--- config.mk ---
export PLATFORM = sky130hd
export DESIGN_NAME = cgba_bin_div
export DESIGN_NICKNAME = d
export VERILOG_FILES = /design/src/hw/rtl/cgba_pkg.sv /design/src/hw/rtl/cgba_bin_div.sv
export SDC_FILE = /design/constraint.sdc
export NUM_CORES = 1
export LEC_CHECK = 0
export BUFFER_PORTS_ARGS = -buffer_cell sky130_fd_sc_hd__buf_4
export CAP_MARGIN = 20
export CORE_MARGIN = 8
export CORE_UTILIZATION = 51
export CTS_BUF_LIST = sky130_fd_sc_hd__clkbuf_16
export CTS_CLUSTER_DIAMETER = 40
export DETAILED_ROUTE_END_ITERATION = 10
export GPL_ROUTABILITY_DRIVEN = 0
export PLACE_DENSITY = 0.76
export SLEW_MARGIN = 0
export SYNTH_ARGS = -nofsm -noshare
export SYNTH_HDL_FRONTEND = slang
export SYNTH_SLANG_ARGS = --single-unit
--- constraint.sdc ---
create_clock -name clk -period 2.5 [get_ports clk]
set_input_delay 0.375 -clock clk [delete_from_list [all_inputs] [get_ports clk]]
set_output_delay 0.375 -clock clk [all_outputs]
set_load 0.02 [all_outputs]
--- src/hw/rtl/cgba_pkg.sv ---
package cgba_pkg;

  // grid geometry
  localparam int X_CELLS = 32;
  localparam int Y_CELLS = 32;
  localparam int R_CELLS = 8;
  localparam int DEPTH   = 8192;

  // field widths
  localparam int COORD_W = 16;
  localparam int FRAC_W  = 4;
  localparam int TOL_W   = 8;
  localparam int OCC_W   = 7;
  localparam int CNT_W   = 16;
  localparam int CELL_W  = $clog2(DEPTH);
  localparam int REQ_W   = 2;
  localparam int STAT_W  = 2;

  // quotient of (v + half tol) / (16 tol) taken as ((v + half tol) >> 4) / tol
  localparam int DIV_W      = COORD_W - FRAC_W + 1;
  localparam int DIV_CNT_W  = $clog2(DIV_W);
  localparam int CELL_FULL_W = DIV_W + $clog2(X_CELLS * Y_CELLS) + 1;

  // stream payloads
  localparam int IN_FIELDS_W  = 3 * COORD_W + CELL_W;
  localparam int IN_TDATA_W   = ((IN_FIELDS_W + 7) / 8) * 8;
  localparam int OUT_FIELDS_W = CELL_W + 1 + 3 * COORD_W + CNT_W + 1;
  localparam int OUT_TDATA_W  = ((OUT_FIELDS_W + 7) / 8) * 8;

  // config port
  localparam int CFG_IDX_W  = 3;
  localparam int CFG_DATA_W = 8;

  localparam logic [CFG_IDX_W-1:0] CFG_PIXEL_TOL  = 3'd0;
  localparam logic [CFG_IDX_W-1:0] CFG_RADIUS_TOL = 3'd1;
  localparam logic [CFG_IDX_W-1:0] CFG_OCC_MIN    = 3'd2;
  localparam logic [CFG_IDX_W-1:0] CFG_SHIFT_X    = 3'd3;
  localparam logic [CFG_IDX_W-1:0] CFG_SHIFT_Y    = 3'd4;
  localparam logic [CFG_IDX_W-1:0] CFG_SHIFT_R    = 3'd5;

  localparam logic [TOL_W-1:0] PIXEL_TOL_RST  = 8'd30;
  localparam logic [TOL_W-1:0] RADIUS_TOL_RST = 8'd30;
  localparam logic [OCC_W-1:0] OCC_MIN_RST    = 7'd10;

  typedef enum logic [REQ_W-1:0] {
    REQ_INSERT = 2'd0,
    REQ_READ   = 2'd1,
    REQ_CLEAR  = 2'd2
  } req_t;

  typedef enum logic [STAT_W-1:0] {
    ST_NEW     = 2'd0,
    ST_MERGED  = 2'd1,
    ST_OUTSIDE = 2'd2,
    ST_DONE    = 2'd3
  } status_t;

  typedef enum logic [2:0] {
    S_IDLE,
    S_DIV,
    S_RD,
    S_MOD,
    S_OUT
  } fsm_state_t;

  typedef struct packed {
    logic [COORD_W-1:0] r;
    logic [COORD_W-1:0] y;
    logic [COORD_W-1:0] x;
  } pos_t;

  // access to the cell store
  typedef struct packed {
    logic              rd_en;
    logic              wr_pos_en;
    logic              wr_cnt_en;
    logic [CELL_W-1:0] addr;
    pos_t              pos;
    logic [CNT_W-1:0]  cnt;
  } st_req_t;

  typedef struct packed {
    status_t            status;
    logic [CELL_W-1:0]  cell_out;
    logic               entry_valid;
    logic [COORD_W-1:0] avg_x;
    logic [COORD_W-1:0] avg_y;
    logic [COORD_W-1:0] avg_r;
    logic [CNT_W-1:0]   hit_count;
    logic               meets_min;
  } res_t;

endpackage

--- src/hw/rtl/cgba_bin_div.sv ---
module cgba_bin_div (
  input  logic                          clk,
  input  logic                          rst_n,
  input  logic                          start,
  input  logic [cgba_pkg::COORD_W-1:0]  value,
  input  logic [cgba_pkg::TOL_W-1:0]    tol,
  input  logic                          shift,
  output logic [cgba_pkg::DIV_W-1:0]    bin,
  output logic                          done
);
  import cgba_pkg::*;

  logic [TOL_W-1:0]     tol_eff;
  logic [COORD_W:0]     num;
  logic [DIV_W-1:0]     dividend;
  logic [TOL_W:0]       trial;
  logic                 ge;

  logic                 busy_r, busy_nxt;
  logic                 done_r, done_nxt;
  logic [DIV_CNT_W-1:0] cnt_r, cnt_nxt;
  logic [DIV_W-1:0]     quo_r, quo_nxt;
  logic [TOL_W-1:0]     rem_r, rem_nxt;
  logic [TOL_W-1:0]     div_r, div_nxt;

  // zero tolerance acts as one; the half shift adds tol * 8 in 12.4 units
  assign tol_eff  = (tol == '0) ? TOL_W'(1) : tol;
  assign num      = {1'b0, value} +
                    (shift ? (COORD_W+1)'({tol_eff, {(FRAC_W-1){1'b0}}}) : '0);
  assign dividend = num[COORD_W:FRAC_W];

  // restoring division, one quotient bit per cycle
  assign trial = {rem_r, quo_r[DIV_W-1]};
  assign ge    = trial >= {1'b0, div_r};

  always_comb begin
    busy_nxt = busy_r;
    done_nxt = done_r;
    cnt_nxt  = cnt_r;
    quo_nxt  = quo_r;
    rem_nxt  = rem_r;
    div_nxt  = div_r;
    if (start) begin
      busy_nxt = 1'b1;
      done_nxt = 1'b0;
      cnt_nxt  = '0;
      quo_nxt  = dividend;
      rem_nxt  = '0;
      div_nxt  = tol_eff;
    end else if (busy_r) begin
      quo_nxt = {quo_r[DIV_W-2:0], ge};
      rem_nxt = ge ? TOL_W'(trial - {1'b0, div_r}) : trial[TOL_W-1:0];
      cnt_nxt = cnt_r + 1'b1;
      if (cnt_r == DIV_CNT_W'(DIV_W - 1)) begin
        busy_nxt = 1'b0;
        done_nxt = 1'b1;
      end
    end
  end

  always_ff @(posedge clk) begin
    if (!rst_n) begin
      busy_r <= 1'b0;
      done_r <= 1'b0;
      cnt_r  <= '0;
    end else begin
      busy_r <= busy_nxt;
      done_r <= done_nxt;
      cnt_r  <= cnt_nxt;
    end
  end

  always_ff @(posedge clk) begin
    quo_r <= quo_nxt;
    rem_r <= rem_nxt;
    div_r <= div_nxt;
  end

  assign bin  = quo_r;
  assign done = done_r;

endmodule

==> out/metrics.json, run 1 <==
{
  "detailed_routing": {
    "post_drt_wl_per_cell_um": 16.5,
    "drtIter0Drc": 92,
    "dr.pass1.iters": 4,
    "dr_total_vias": 2151,
    "drcViolationCount": 0,
    "number_of_nets_with_antenna_violations_after_routing": 0,
    "routed_via_density": 5.88,
    "totalWireLength_mm": 6.03
  },
  "global_routing": {
    "use_met2_pct": 30.7,
    "grtUsageMet1_pct": 19.2,
    "global_route.usage.total_pct": 16.8,
    "first_global_vias": 2203,
    "global_route.peak_usage_layer": "met2",
    "grt_start_max_net_pins": 33,
    "grt_pass1_wl_mm": 9.98,
    "grt_util_met3_pct": 4.25,
    "globalRouteOverflowTotal": 0,
    "grt_antenna_before_repair": 0
  },
  "finish": {
    "multi_input_comb_area_um2": 1440,
    "fin_cells": 366,
    "area_growth_pct": 26.0,
    "fillCellCount": 379,
    "final_layout_size_suffix_gt1_share_pct": 27.9,
    "insertedDiodeCount": 0,
    "area.sequential_um2": 911,
    "final_nets": 358,
    "fin_util_pct": 65.7
  },
  "setup_path": {
    "crit_arrival_ns": 2.39,
    "worst-endpoint-required_ns": 2.53,
    "slowest_delay_ns": 0.37,
    "startpoint_type": "primary input",
    "path_class": "in2reg",
    "timing.critical_path.mode_cell": "buf_4",
    "critPathBufInv": 2,
    "critical-path-top-delay-family": "compound AO/OA/AOI/OAI gates",
    "r2r_slack_ns": 0.24,
    "crit_slowest_cell": "fa_2",
    "crit_path_cell_trace": "buf_4 > nor4_4 > a21o_1 > nand3_2 > fa_2 > nor2b_4 > o2111ai_4 > a31oi_1 > buf_4 > mux2i_1 > a211o_1",
    "critical_path.endpoint_type": "flip-flop",
    "crit_fanout": 2
  },
  "flow_run": {
    "cap_violations": 0
  },
  "clock_tree": {
    "cts_tree": "built",
    "cts_buf_count": 5,
    "h_tree_levels": 2,
    "clk_pin_slew_ns": 0.05,
    "clock_sink_count": 35,
    "cts_buffer_depth": 2,
    "library_cell_used_as_clock_root_buffer": "clkbuf_16",
    "worstSkewPairLatency_ns": 0.28,
    "cts_hold_buffers": 0,
    "post-cts-setup-buffers": 0
  },
  "floorplanning": {
    "core.rowCount": 25,
    "io-pin-count": 42,
    "floorplan.die_area_um2": 7230,
    "initial_standard_cell_utilization_of_the_core_pct": 52.1,
    "core_area_um2": 4660,
    "die-width_um": 85.0,
    "dieHeight_um": 85.0
  },
  "sta": {
    "setup_violations": 0,
    "timing_max_transition_violations_final": 0,
    "timing.final.crit_period_ns": 2.36,
    "worst_slew_pin_slew_ns": 0.632,
    "finalHoldViolations": 0,
    "grt_setup_unrepaired": "no",
    "fin_crit_share_pct": 94.4,
    "maxClockFrequency_ghz": 0.424,
    "clock-skew-final_ns": 0.00209,
    "totalNegativeSetupSlack_ns": 0,
    "timing.slew.headroom_pct": 57.4,
    "hold-worst-slack_ns": 0.307,
    "worst_slack_ns": 0.139
  },
  "logic_synthesis": {
    "ys_top_cells_by_area": "edfxtp_1 26%, dfxtp_1 12%, ha_1 8.8%",
    "cell_with_the_most_instances_after_synthesis": "nor2_1",
    "post_synth_num_cell_types": 58,
    "syn_area_um2": 2430,
    "ys_ff_latch": 35,
    "postSynthNetCount": 308,
    "synth_cells": 261,
    "dominantRegCellSynth": "edfxtp_1",
    "synthTopCellsByCount": "23 x nor2_1, 21 x edfxtp_1, 18 x inv_1",
    "async_flop_share_pct": 0,
    "synth.top_cell.area_share_pct": 26.0,
    "synth_seq_area_share_pct": 37.5,
    "yosysWarnings": 0,
    "synth_top_cell_by_area": "edfxtp_1",
    "synth-edff-count": 21,
    "synth_area_per_cell_um2": 9.30
  },
  "place": {
    "io_buffer_count": 38,
    "dpl.hpwl_mm": 4.41,
    "place_worst_setup_slack_ns": -0.300,
    "placed_cells_incl_taps": 358
  },
  "power": {
    "power.static_leakage_uw": 0.00129,
    "vdd.ir_drop.worst_mv": 0.437,
    "power.density_cell_area_nw_per_um2": 605
  },
  "min_path": {
    "hold_class": "in2reg"
  },
  "outcome": {
    "status": "complete, no violations"
  }
}
## final cells by class
cell class / count / area share [%]
Tap cell: 54 / 2.21
Sequential cell: 35 / 29.8
Inverter: 18 / 2.21
Clock inverter: 3 / 0.491
Multi-Input combinational cell: 193 / 47.0
Timing Repair Buffer: 58 / 14.2
Clock buffer: 5 / 4.09
## power by group
group	internal [µW]	total, µW	leakage, µW	switching (µW)
logic	246	539	0.000889	293
clock network	364	598	0.0000753	234
registers	680	714	0.000324	34.9
## what timing repair did
item	in CTS	in global routing
pin swaps	0	2
hold endpoints to repair	0	0
gates cloned	0	0
endpoints found under the setup margin	3	4
resized for setup	1	7
## final timing paths
check | from | endpoint | cells past startpoint
worst max-delay path | tol[4] | bin[11] | 11
worst min register to register | done | done | 2
worst min-delay path | rst_n | busy_r | 2
worst max register to register | bin[12] | rem_r[6] | 8
## metal layers
metal  wire (µm)  part of all wire, %
met3         230                  3.8
met5           0                    0
met2        3150                   52
met4          43                 0.71
met1        2600                   43
## cell usage in the layout, fill, tap and decap left out, types with 5 or more instances in the layout
master,Yosys,layout
buf_4,0,58
nor2_1,23,23
edfxtp_1,21,21
inv_1,18,19
ha_1,17,17
nand2_1,15,15
a21oi_1,14,14
dfxtp_1,14,14
o21ai_0,10,10
xnor2_1,9,9
nor3_1,7,7
and2_1,7,7
nand3_1,8,7
mux2_2,6,6
clkbuf_16,0,5
## stage by stage
step                power (µW)  area [µm²]
floorplan                 1060        2430
finish                    1850        3060
detailed placement        1240        2870
global route              1940        3060
global placement          1230        2870
CTS                       1840        3020
## state kept, by name, indices dropped and copies added (netlist names)
register and flops:
busy_r 1, cnt_r 4, done 1, div_r 8, rem_r 8, bin 13
## worst reg2reg max path, cell delays in order (launching register included)
cell and delay [ns]:
edfxtp_1 0.41, inv_1 0.07, ha_1 0.22, fa_1 0.41
nand2b_1 0.21, a2111o_1 0.38, o211ai_1 0.11, o21ai_0 0.11
a311oi_1 0.26
## cells by family after synthesis
kind of cell / count (synthesis) / share of synthesized area [%]
and+or+nand+nor: 86 / 18.3
AOI/OAI and AO/OA: 68 / 20.4
xor gates and xnor gates: 12 / 4.33
muxes: 8 / 3.61
adders and majority gates: 19 / 10.4
buffers and inverters: 33 / 5.46
DFF: 35 / 37.5
Note: power is estimated with default switching activity, not from simulation.
==> run 2: changes to the inputs <==
--- a/config.mk
+++ b/config.mk
@@ -14,6 +14,7 @@
 export DETAILED_ROUTE_END_ITERATION = 10
 export GPL_ROUTABILITY_DRIVEN = 0
 export PLACE_DENSITY = 0.76
+export RECOVER_POWER = 50
 export SLEW_MARGIN = 0
 export SYNTH_ARGS = -nofsm -noshare
 export SYNTH_HDL_FRONTEND = slang
==> run 2 against run 1 <==
Clock power hardly changed. Sequential cell count did not move. Largest cell class unchanged. Count of clock-buffer cells in the layout did not move. Combinational power is 5.2% lower. First-iteration DRC count is 21% higher. Highest routed layer unchanged. Sequential power about the same. Clock skew shrank 0.00062 ns.
==> out/metrics.json, run 2 (synthesis gave the netlist of run 1 again) <==
{
  "power": {
    "power.density_cell_area": {"value": 609, "unit": "nW/µm²", "change": "+0.67%"},
    "post-layout-total-power": {"value": 1820, "unit": "µW", "change": "-1.5%"},
    "power.static_leakage": {"value": 0.00122, "unit": "µW", "change": "-5.2%"},
    "vdd.ir_drop.worst": {"value": 0.437, "unit": "mV", "change": "-0.13%"}
  },
  "finish": {
    "insertedDiodeCount": {"value": 0, "change": "unchanged"},
    "mostFrequentLayoutCell": "buf_4",
    "final_nets": {"value": 358, "change": "unchanged"},
    "largest_reg_flops": {"value": 13, "change": "unchanged"},
    "fillCellCount": {"value": 395, "change": "+4.2%"},
    "final_layout_size_suffix_gt1_share": {"value": 22.1, "unit": "%", "change": "-5.8 points"},
    "area_growth_pct": 23.2,
    "fin_util": {"value": 64.2, "unit": "%", "change": "-1.4 points"},
    "layout_common_cells": "36 x buf_4, 23 x nor2_1, 21 x edfxtp_1, 19 x inv_1, 18 x clkbuf_1"
  },
  "clock_tree": {
    "library_cell_used_as_clock_root_buffer": "clkbuf_16",
    "cts_hold_buffers": {"value": 0, "change": "unchanged"},
    "clock_sink_count": {"value": 35, "change": "unchanged"},
    "cts_buf_count": {"value": 5, "change": "unchanged"},
    "worstSkewPairLatency": {"value": 0.28, "unit": "ns", "change": "about the same"},
    "clk_pin_slew": {"value": 0.05, "unit": "ns", "change": "about the same"},
    "cts_buffer_depth": {"value": 2, "change": "unchanged"},
    "h_tree_levels": {"value": 2, "change": "unchanged"},
    "cts_tree": "built",
    "post-cts-setup-buffers": {"value": 0, "change": "unchanged"}
  },
  "detailed_routing": {
    "drcViolationCount": {"value": 0, "change": "unchanged"},
    "routed_via_density": {"value": 5.83, "change": "-0.88%"},
    "post_drt_wl_per_cell": {"value": 16.3, "unit": "µm", "change": "-0.70%"},
    "dr.pass1.iters": {"value": 4, "change": "unchanged"},
    "dr_total_vias": {"value": 2132, "change": "-0.88%"},
    "totalWireLength": {"value": 5.98, "unit": "mm", "change": "-0.70%"},
    "number_of_nets_with_antenna_violations_after_routing": {"value": 0, "change": "unchanged"},
    "drtIter0Drc": {"value": 111, "change": "+21%"}
  },
  "floorplanning": {
    "floorplan.die_area": {"value": 7230, "unit": "µm²", "change": "unchanged"},
    "core_area": {"value": 4660, "unit": "µm²", "change": "unchanged"},
    "io-pin-count": {"value": 42, "change": "unchanged"},
    "die-width": {"value": 85.0, "unit": "µm", "change": "unchanged"},
    "initial_standard_cell_utilization_of_the_core": {"value": 52.1, "unit": "%", "change": "unchanged"},
    "core.rowCount": {"value": 25, "change": "unchanged"},
    "dieHeight": {"value": 85.0, "unit": "µm", "change": "unchanged"}
  },
  "setup_path": {
    "crit_fanout": {"value": 2, "change": "unchanged"},
    "path_class": "in2reg",
    "critical_path.endpoint_type": "flip-flop",
    "rr_worst_depth": {"value": 8, "change": "unchanged"},
    "crit_arrival": {"value": 2.39, "unit": "ns", "change": "about the same"},
    "worst-endpoint-required": {"value": 2.53, "unit": "ns", "change": "about the same"},
    "startpoint_type": "primary input",
    "critical_path.reg2reg.endpoint": "rem_r[6]",
    "worstSetupStartpoint": "tol[4]",
    "worst_r2r_src": "bin[12]",
    "worst_setup_path_endpoint": "bin[11]",
    "r2r_slack": {"value": 0.25, "unit": "ns", "change": "about the same"}
  },
  "sta": {
    "timing.final.crit_period": {"value": 2.36, "unit": "ns", "change": "-0.00204 ns"},
    "fin_crit_share": {"value": 94.3, "unit": "%", "change": "about the same"},
    "grt_setup_unrepaired": "no",
    "finalHoldViolations": {"value": 0, "change": "unchanged"},
    "clock-skew-final": {"value": 0.00147, "unit": "ns", "change": "-0.000618 ns"},
    "worst_slew_pin_slew": {"value": 0.822, "unit": "ns", "change": "+0.190 ns"},
    "maxClockFrequency": {"value": 0.424, "unit": "GHz", "change": "about the same"},
    "setup_violations": {"value": 0, "change": "unchanged"},
    "timing_max_transition_violations_final": {"value": 0, "change": "unchanged"},
    "hold-worst-slack": {"value": 0.306, "unit": "ns", "change": "-0.000759 ns"},
    "timing.slew.headroom": {"value": 45.2, "unit": "%", "change": "-12 points"}
  },
  "outcome": {
    "status": "complete, no violations"
  },
  "global_routing": {
    "grt_pass1_wl": {"value": 9.98, "unit": "mm", "change": "unchanged"},
    "first_global_vias": {"value": 2203, "change": "unchanged"},
    "globalRouteOverflowTotal": {"value": 0, "change": "unchanged"},
    "grt_start_max_net_pins": {"value": 33, "change": "unchanged"},
    "grt_antenna_before_repair": {"value": 0, "change": "unchanged"},
    "global_route.usage.total": {"value": 16.8, "unit": "%", "change": "unchanged"}
  },
  "min_path": {
    "hold_class": "in2reg"
  },
  "flow_run": {
    "cap_violations": {"value": 0, "change": "unchanged"}
  },
  "place": {
    "io_buffer_count": {"value": 38, "change": "unchanged"},
    "dpl.hpwl": {"value": 4.41, "unit": "mm", "change": "unchanged"}
  }
}
==> run 2: cell count changes in the layout (fill, tap and decap cells not counted) <==
cell      before  now
clkbuf_4       0    4
buf_4         58   36
clkbuf_1       0   18
==> run 2: layout make-up <==
type,count,area [µm²],share of cell area [%]
Clock buffer,5,125,4.18
Clock inverter,3,15.0,0.502
Inverter,18,67.6,2.26
Multi-Input combinational cell,193,1440,48.1
Sequential cell,35,911,30.4
Tap cell,54,67.6,2.26
Timing Repair Buffer,58,368,12.3
==> run 2: repair_timing <==
item	4_1_cts	5_1_grt
hold endpoints to repair	0	0
endpoints found under the setup margin	3	4
gates resized for setup	1	7
pin swaps	0	2
cloned	0	0
==> run 2: routing by layer <==
layer,vias to the layer above,global-route usage (%),part of all wire [%]
met3,6,4.25,3.8
met2,46,30.7,53
met1,1023,19.2,43
met5,-,0,0
li1,1057,-,-
met4,0,3.40,0.85
==> run 2: where the power goes <==
group / switching [µW] / total (µW) / internal (µW)
Clock: 234 / 598 / 364
Sequential: 34.1 / 713 / 679
Combinational: 292 / 511 / 219
==> run 2: per-stage QoR <==
| stage | area [µm²] | TNS (ns) | cells | setup WS [ns] |
|---|---|---|---|---|
| final | 2990 | 0 | 366 | 0.141 |
| after floorplan | 2430 | 0 | 261 | 0.00211 |
| after global placement | 2870 | -0.753 | 358 | -0.211 |
| after CTS | 3020 | 0 | 366 | 0.00931 |
| after global routing | 2990 | 0 | 366 | 0.0177 |
| after detailed placement | 2870 | -1.16 | 358 | -0.300 |
==> run 2: critical path, stage by stage <==
cell and delay, ns:
buf_4 0.12, nor4_4 0.28, a21o_1 0.20, nand3_2 0.09
fa_2 0.37, nor2b_4 0.16, o2111ai_4 0.13, a31oi_1 0.16
buf_4 0.15, mux2i_1 0.08, a211o_1 0.26
==> run 2: worst min-delay path by stage <==
stage / end / from / cells past startpoint / slack, ns
after CTS: busy_r / rst_n / 2 / 0.30
after detailed placement: done / done / 2 / 0.49
after global placement: done / done / 2 / 0.47
final: busy_r / rst_n / 2 / 0.31
after global routing: busy_r / rst_n / 2 / 0.31
after floorplan: rem_r[4] / rem_r[3] / 2 / 0.47
==> run 3: changes to the inputs <==
==> constraint.sdc (replaced) <==
create_clock -name clk -period 2.5 [get_ports clk]
set_input_delay 0.5 -clock clk [delete_from_list [all_inputs] [get_ports clk]]
set_output_delay 0.5 -clock clk [all_outputs]
set_load 0.02 [all_outputs]
==> run 3 against run 2 <==
Sequential share of layout area decreased by 0.65 points. Utilization increased by 1.4 points. Die area unchanged. First-iteration DRC count increased by 21%. Setup slack got worse by 0.13 ns. Hold slack improved by 0.13 ns. Power increased by 0.76%. Global-route usage decreased by 0.64 points. Maximum frequency decreased by 5.3%. Sequential power about the same. Sequential cell count unchanged. Largest cell class unchanged.
==> out/metrics.json, run 3 (synthesis gave the netlist of run 1 again) <==
{
  "detailed_routing": {
    "routed_via_density": {"value": 5.76, "change": "-1.1%"},
    "totalWireLength": {"value": 5.94, "unit": "mm", "change": "-0.82%"},
    "dr_total_vias": {"value": 2108, "change": "-1.1%"},
    "dr.pass1.iters": {"value": 4, "change": "unchanged"},
    "drtIter0Drc": {"value": 134, "change": "+21%"},
    "drcViolationCount": {"value": 0, "change": "unchanged"},
    "post_drt_wl_per_cell": {"value": 16.2, "unit": "µm", "change": "-0.82%"},
    "number_of_nets_with_antenna_violations_after_routing": {"value": 0, "change": "unchanged"}
  },
  "setup_path": {
    "worst-endpoint-required": {"value": 2.53, "unit": "ns", "change": "about the same"},
    "crit_slowest_cell": "fa_2",
    "worst_r2r_src": "bin[12]",
    "critical_path.endpoint_type": "flip-flop",
    "rr_worst_depth": {"value": 8, "change": "unchanged"},
    "critical_path.reg2reg.endpoint": "rem_r[6]",
    "critPathBufInv": {"value": 1, "change": "-1"},
    "crit_fanout": {"value": 3, "change": "+1"},
    "r2r_slack": {"value": 0.22, "unit": "ns", "change": "-0.03 ns"},
    "startpoint_type": "primary input",
    "crit_arrival": {"value": 2.52, "unit": "ns", "change": "+0.13 ns"},
    "worst-path-stages": {"value": 10, "change": "-1"},
    "critical-path-top-delay-family": "compound AO/OA/AOI/OAI gates",
    "slowest_delay": {"value": 0.38, "unit": "ns", "change": "about the same"},
    "worstSetupStartpoint": "tol[4]",
    "path_class": "in2reg",
    "crit_path_cell_trace": "buf_6 > nor4_4 > a21o_1 > nand3_2 > fa_2 > nor2b_4 > o2111ai_4 > a31oi_4 > mux2i_1 > a211o_1"
  },
  "sta": {
    "timing_max_transition_violations_final": {"value": 0, "change": "unchanged"},
    "timing.slew.headroom": {"value": 58.1, "unit": "%", "change": "+13 points"},
    "finalHoldViolations": {"value": 0, "change": "unchanged"},
    "timing.final.crit_period": {"value": 2.49, "unit": "ns", "change": "+0.131 ns"},
    "totalNegativeSetupSlack": {"value": 0, "unit": "ns", "change": "unchanged"},
    "setup_violations": {"value": 0, "change": "unchanged"},
    "worst_slew_pin_slew": {"value": 0.621, "unit": "ns", "change": "-0.201 ns"},
    "fin_crit_share": {"value": 99.6, "unit": "%", "change": "+5.2 points"},
    "clock-skew-final": {"value": 0.00355, "unit": "ns", "change": "+0.00208 ns"},
    "maxClockFrequency": {"value": 0.402, "unit": "GHz", "change": "-5.3%"}
  },
  "min_path": {
    "hp-start": "rst_n",
    "hold_end": "busy_r",
    "holdPathStages": {"value": 2, "change": "unchanged"},
    "hold_class": "in2reg"
  },
  "floorplanning": {
    "initial_standard_cell_utilization_of_the_core": {"value": 52.1, "unit": "%", "change": "unchanged"},
    "core.rowCount": {"value": 25, "change": "unchanged"},
    "io-pin-count": {"value": 42, "change": "unchanged"},
    "core_area": {"value": 4660, "unit": "µm²", "change": "unchanged"},
    "die-width": {"value": 85.0, "unit": "µm", "change": "unchanged"},
    "floorplan.die_area": {"value": 7230, "unit": "µm²", "change": "unchanged"},
    "dieHeight": {"value": 85.0, "unit": "µm", "change": "unchanged"}
  },
  "outcome": {
    "status": "complete, no violations"
  },
  "clock_tree": {
    "cts_hold_buffers": {"value": 0, "change": "unchanged"},
    "h_tree_levels": {"value": 2, "change": "unchanged"},
    "cts_buffer_depth": {"value": 2, "change": "unchanged"},
    "clock_sink_count": {"value": 35, "change": "unchanged"},
    "cts_tree": "built",
    "worstSkewPairLatency": {"value": 0.28, "unit": "ns", "change": "about the same"},
    "library_cell_used_as_clock_root_buffer": "clkbuf_16",
    "cts_buf_count": {"value": 5, "change": "unchanged"},
    "clk_pin_slew": {"value": 0.06, "unit": "ns", "change": "about the same"}
  },
  "finish": {
    "multi_input_comb_area": {"value": 1450, "unit": "µm²", "change": "+1.0%"},
    "layout_common_cells": "48 x buf_4, 23 x nor2_1, 21 x edfxtp_1, 19 x inv_1, 17 x ha_1",
    "mostFrequentLayoutCell": "buf_4",
    "final_layout_size_suffix_gt1_share": {"value": 26.0, "unit": "%", "change": "+3.8 points"},
    "summed_area_of_non_filler_cells_in_the_final_layout": {"value": 3060, "unit": "µm²", "change": "+2.2%"},
    "area.sequential": {"value": 911, "unit": "µm²", "change": "unchanged"},
    "final_nets": {"value": 358, "change": "unchanged"},
    "area_growth_pct": 25.9,
    "largest_reg_flops": {"value": 13, "change": "unchanged"},
    "insertedDiodeCount": {"value": 0, "change": "unchanged"},
    "fillCellCount": {"value": 364, "change": "-7.8%"}
  },
  "global_routing": {
    "grt_pass1_wl": {"value": 9.53, "unit": "mm", "change": "-4.6%"},
    "grt_start_max_net_pins": {"value": 33, "change": "unchanged"},
    "first_global_vias": {"value": 2054, "change": "-6.8%"},
    "globalRouteOverflowTotal": {"value": 0, "change": "unchanged"},
    "global_route.usage.total": {"value": 16.2, "unit": "%", "change": "-0.64 points"},
    "grt_antenna_before_repair": {"value": 0, "change": "unchanged"}
  },
  "place": {
    "dpl.hpwl": {"value": 4.36, "unit": "mm", "change": "-1.2%"},
    "io_buffer_count": {"value": 38, "change": "unchanged"},
    "placed_cell_area": {"value": 2900, "unit": "µm²", "change": "+0.91%"}
  },
  "power": {
    "power.static_leakage": {"value": 0.00127, "unit": "µW", "change": "+3.8%"},
    "post-layout-total-power": {"value": 1840, "unit": "µW", "change": "+0.76%"},
    "power.density_cell_area": {"value": 600, "unit": "nW/µm²", "change": "-1.4%"},
    "vdd.ir_drop.worst": {"value": 0.486, "unit": "mV", "change": "+11%"}
  },
  "flow_run": {
    "cap_violations": {"value": 0, "change": "unchanged"}
  }
}
-- run 3: changes by cell type in the layout (fill, tap and decap cells not counted), sizes merged --
cell	previous run	this run
buf	36	50
clkbuf	27	13
clkinv	1	2
inv	20	19
-- run 3: layout make-up --
cell class	instances	share of cell area (%)
Multi-Input combinational cell	193	47.5
Sequential cell	35	29.8
Timing Repair Buffer	58	13.7
Clock buffer	5	4.09
Inverter	18	2.21
Tap cell	54	2.21
Clock inverter	3	0.409
-- run 3: layer usage --
layer | track usage, % | wire [µm]
met5 | 0 | 0
met4 | 5.02 | 108
met3 | 3.76 | 267
met2 | 28.5 | 3010
met1 | 18.8 | 2550
-- run 3: how the worst max path moves through the flow --
stage / to / slack [ns]
after floorplan: bin[11] / 0.02
after global placement: bin[11] / -0.23
after detailed placement: bin[11] / -0.29
after CTS: bin[11] / 0.03
after global routing: bin[9] / -0.03
final: bin[11] / 0.01
-- run 3: what timing repair did --
action / in CTS / in global routing
endpoints found under the setup margin: 2 / 3
endpoints found under the hold margin: 0 / 0
pin swaps: 1 / 5
resized for setup: 0 / 7
buffers inserted: 0 / 0
-- run 3: power by group --
part	internal (µW)	switching (µW)	leakage [µW]
sequential	679	34.6	0.000324
combinational	242	290	0.000871
clock	360	230	0.0000724
-- run 3: stage by stage --
stage	hold slack (ns)	setup WS [ns]	utilization (%)	instances
3_3_place_gp	0.479	-0.228	62.2	358
4_1_cts	0.437	0.0274	65.2	366
6_report	0.437	0.0103	65.6	366
5_1_grt	0.445	-0.0283	65.6	366
2_1_floorplan	0.474	0.0191	-	261
3_5_place_dp	0.472	-0.294	62.2	358
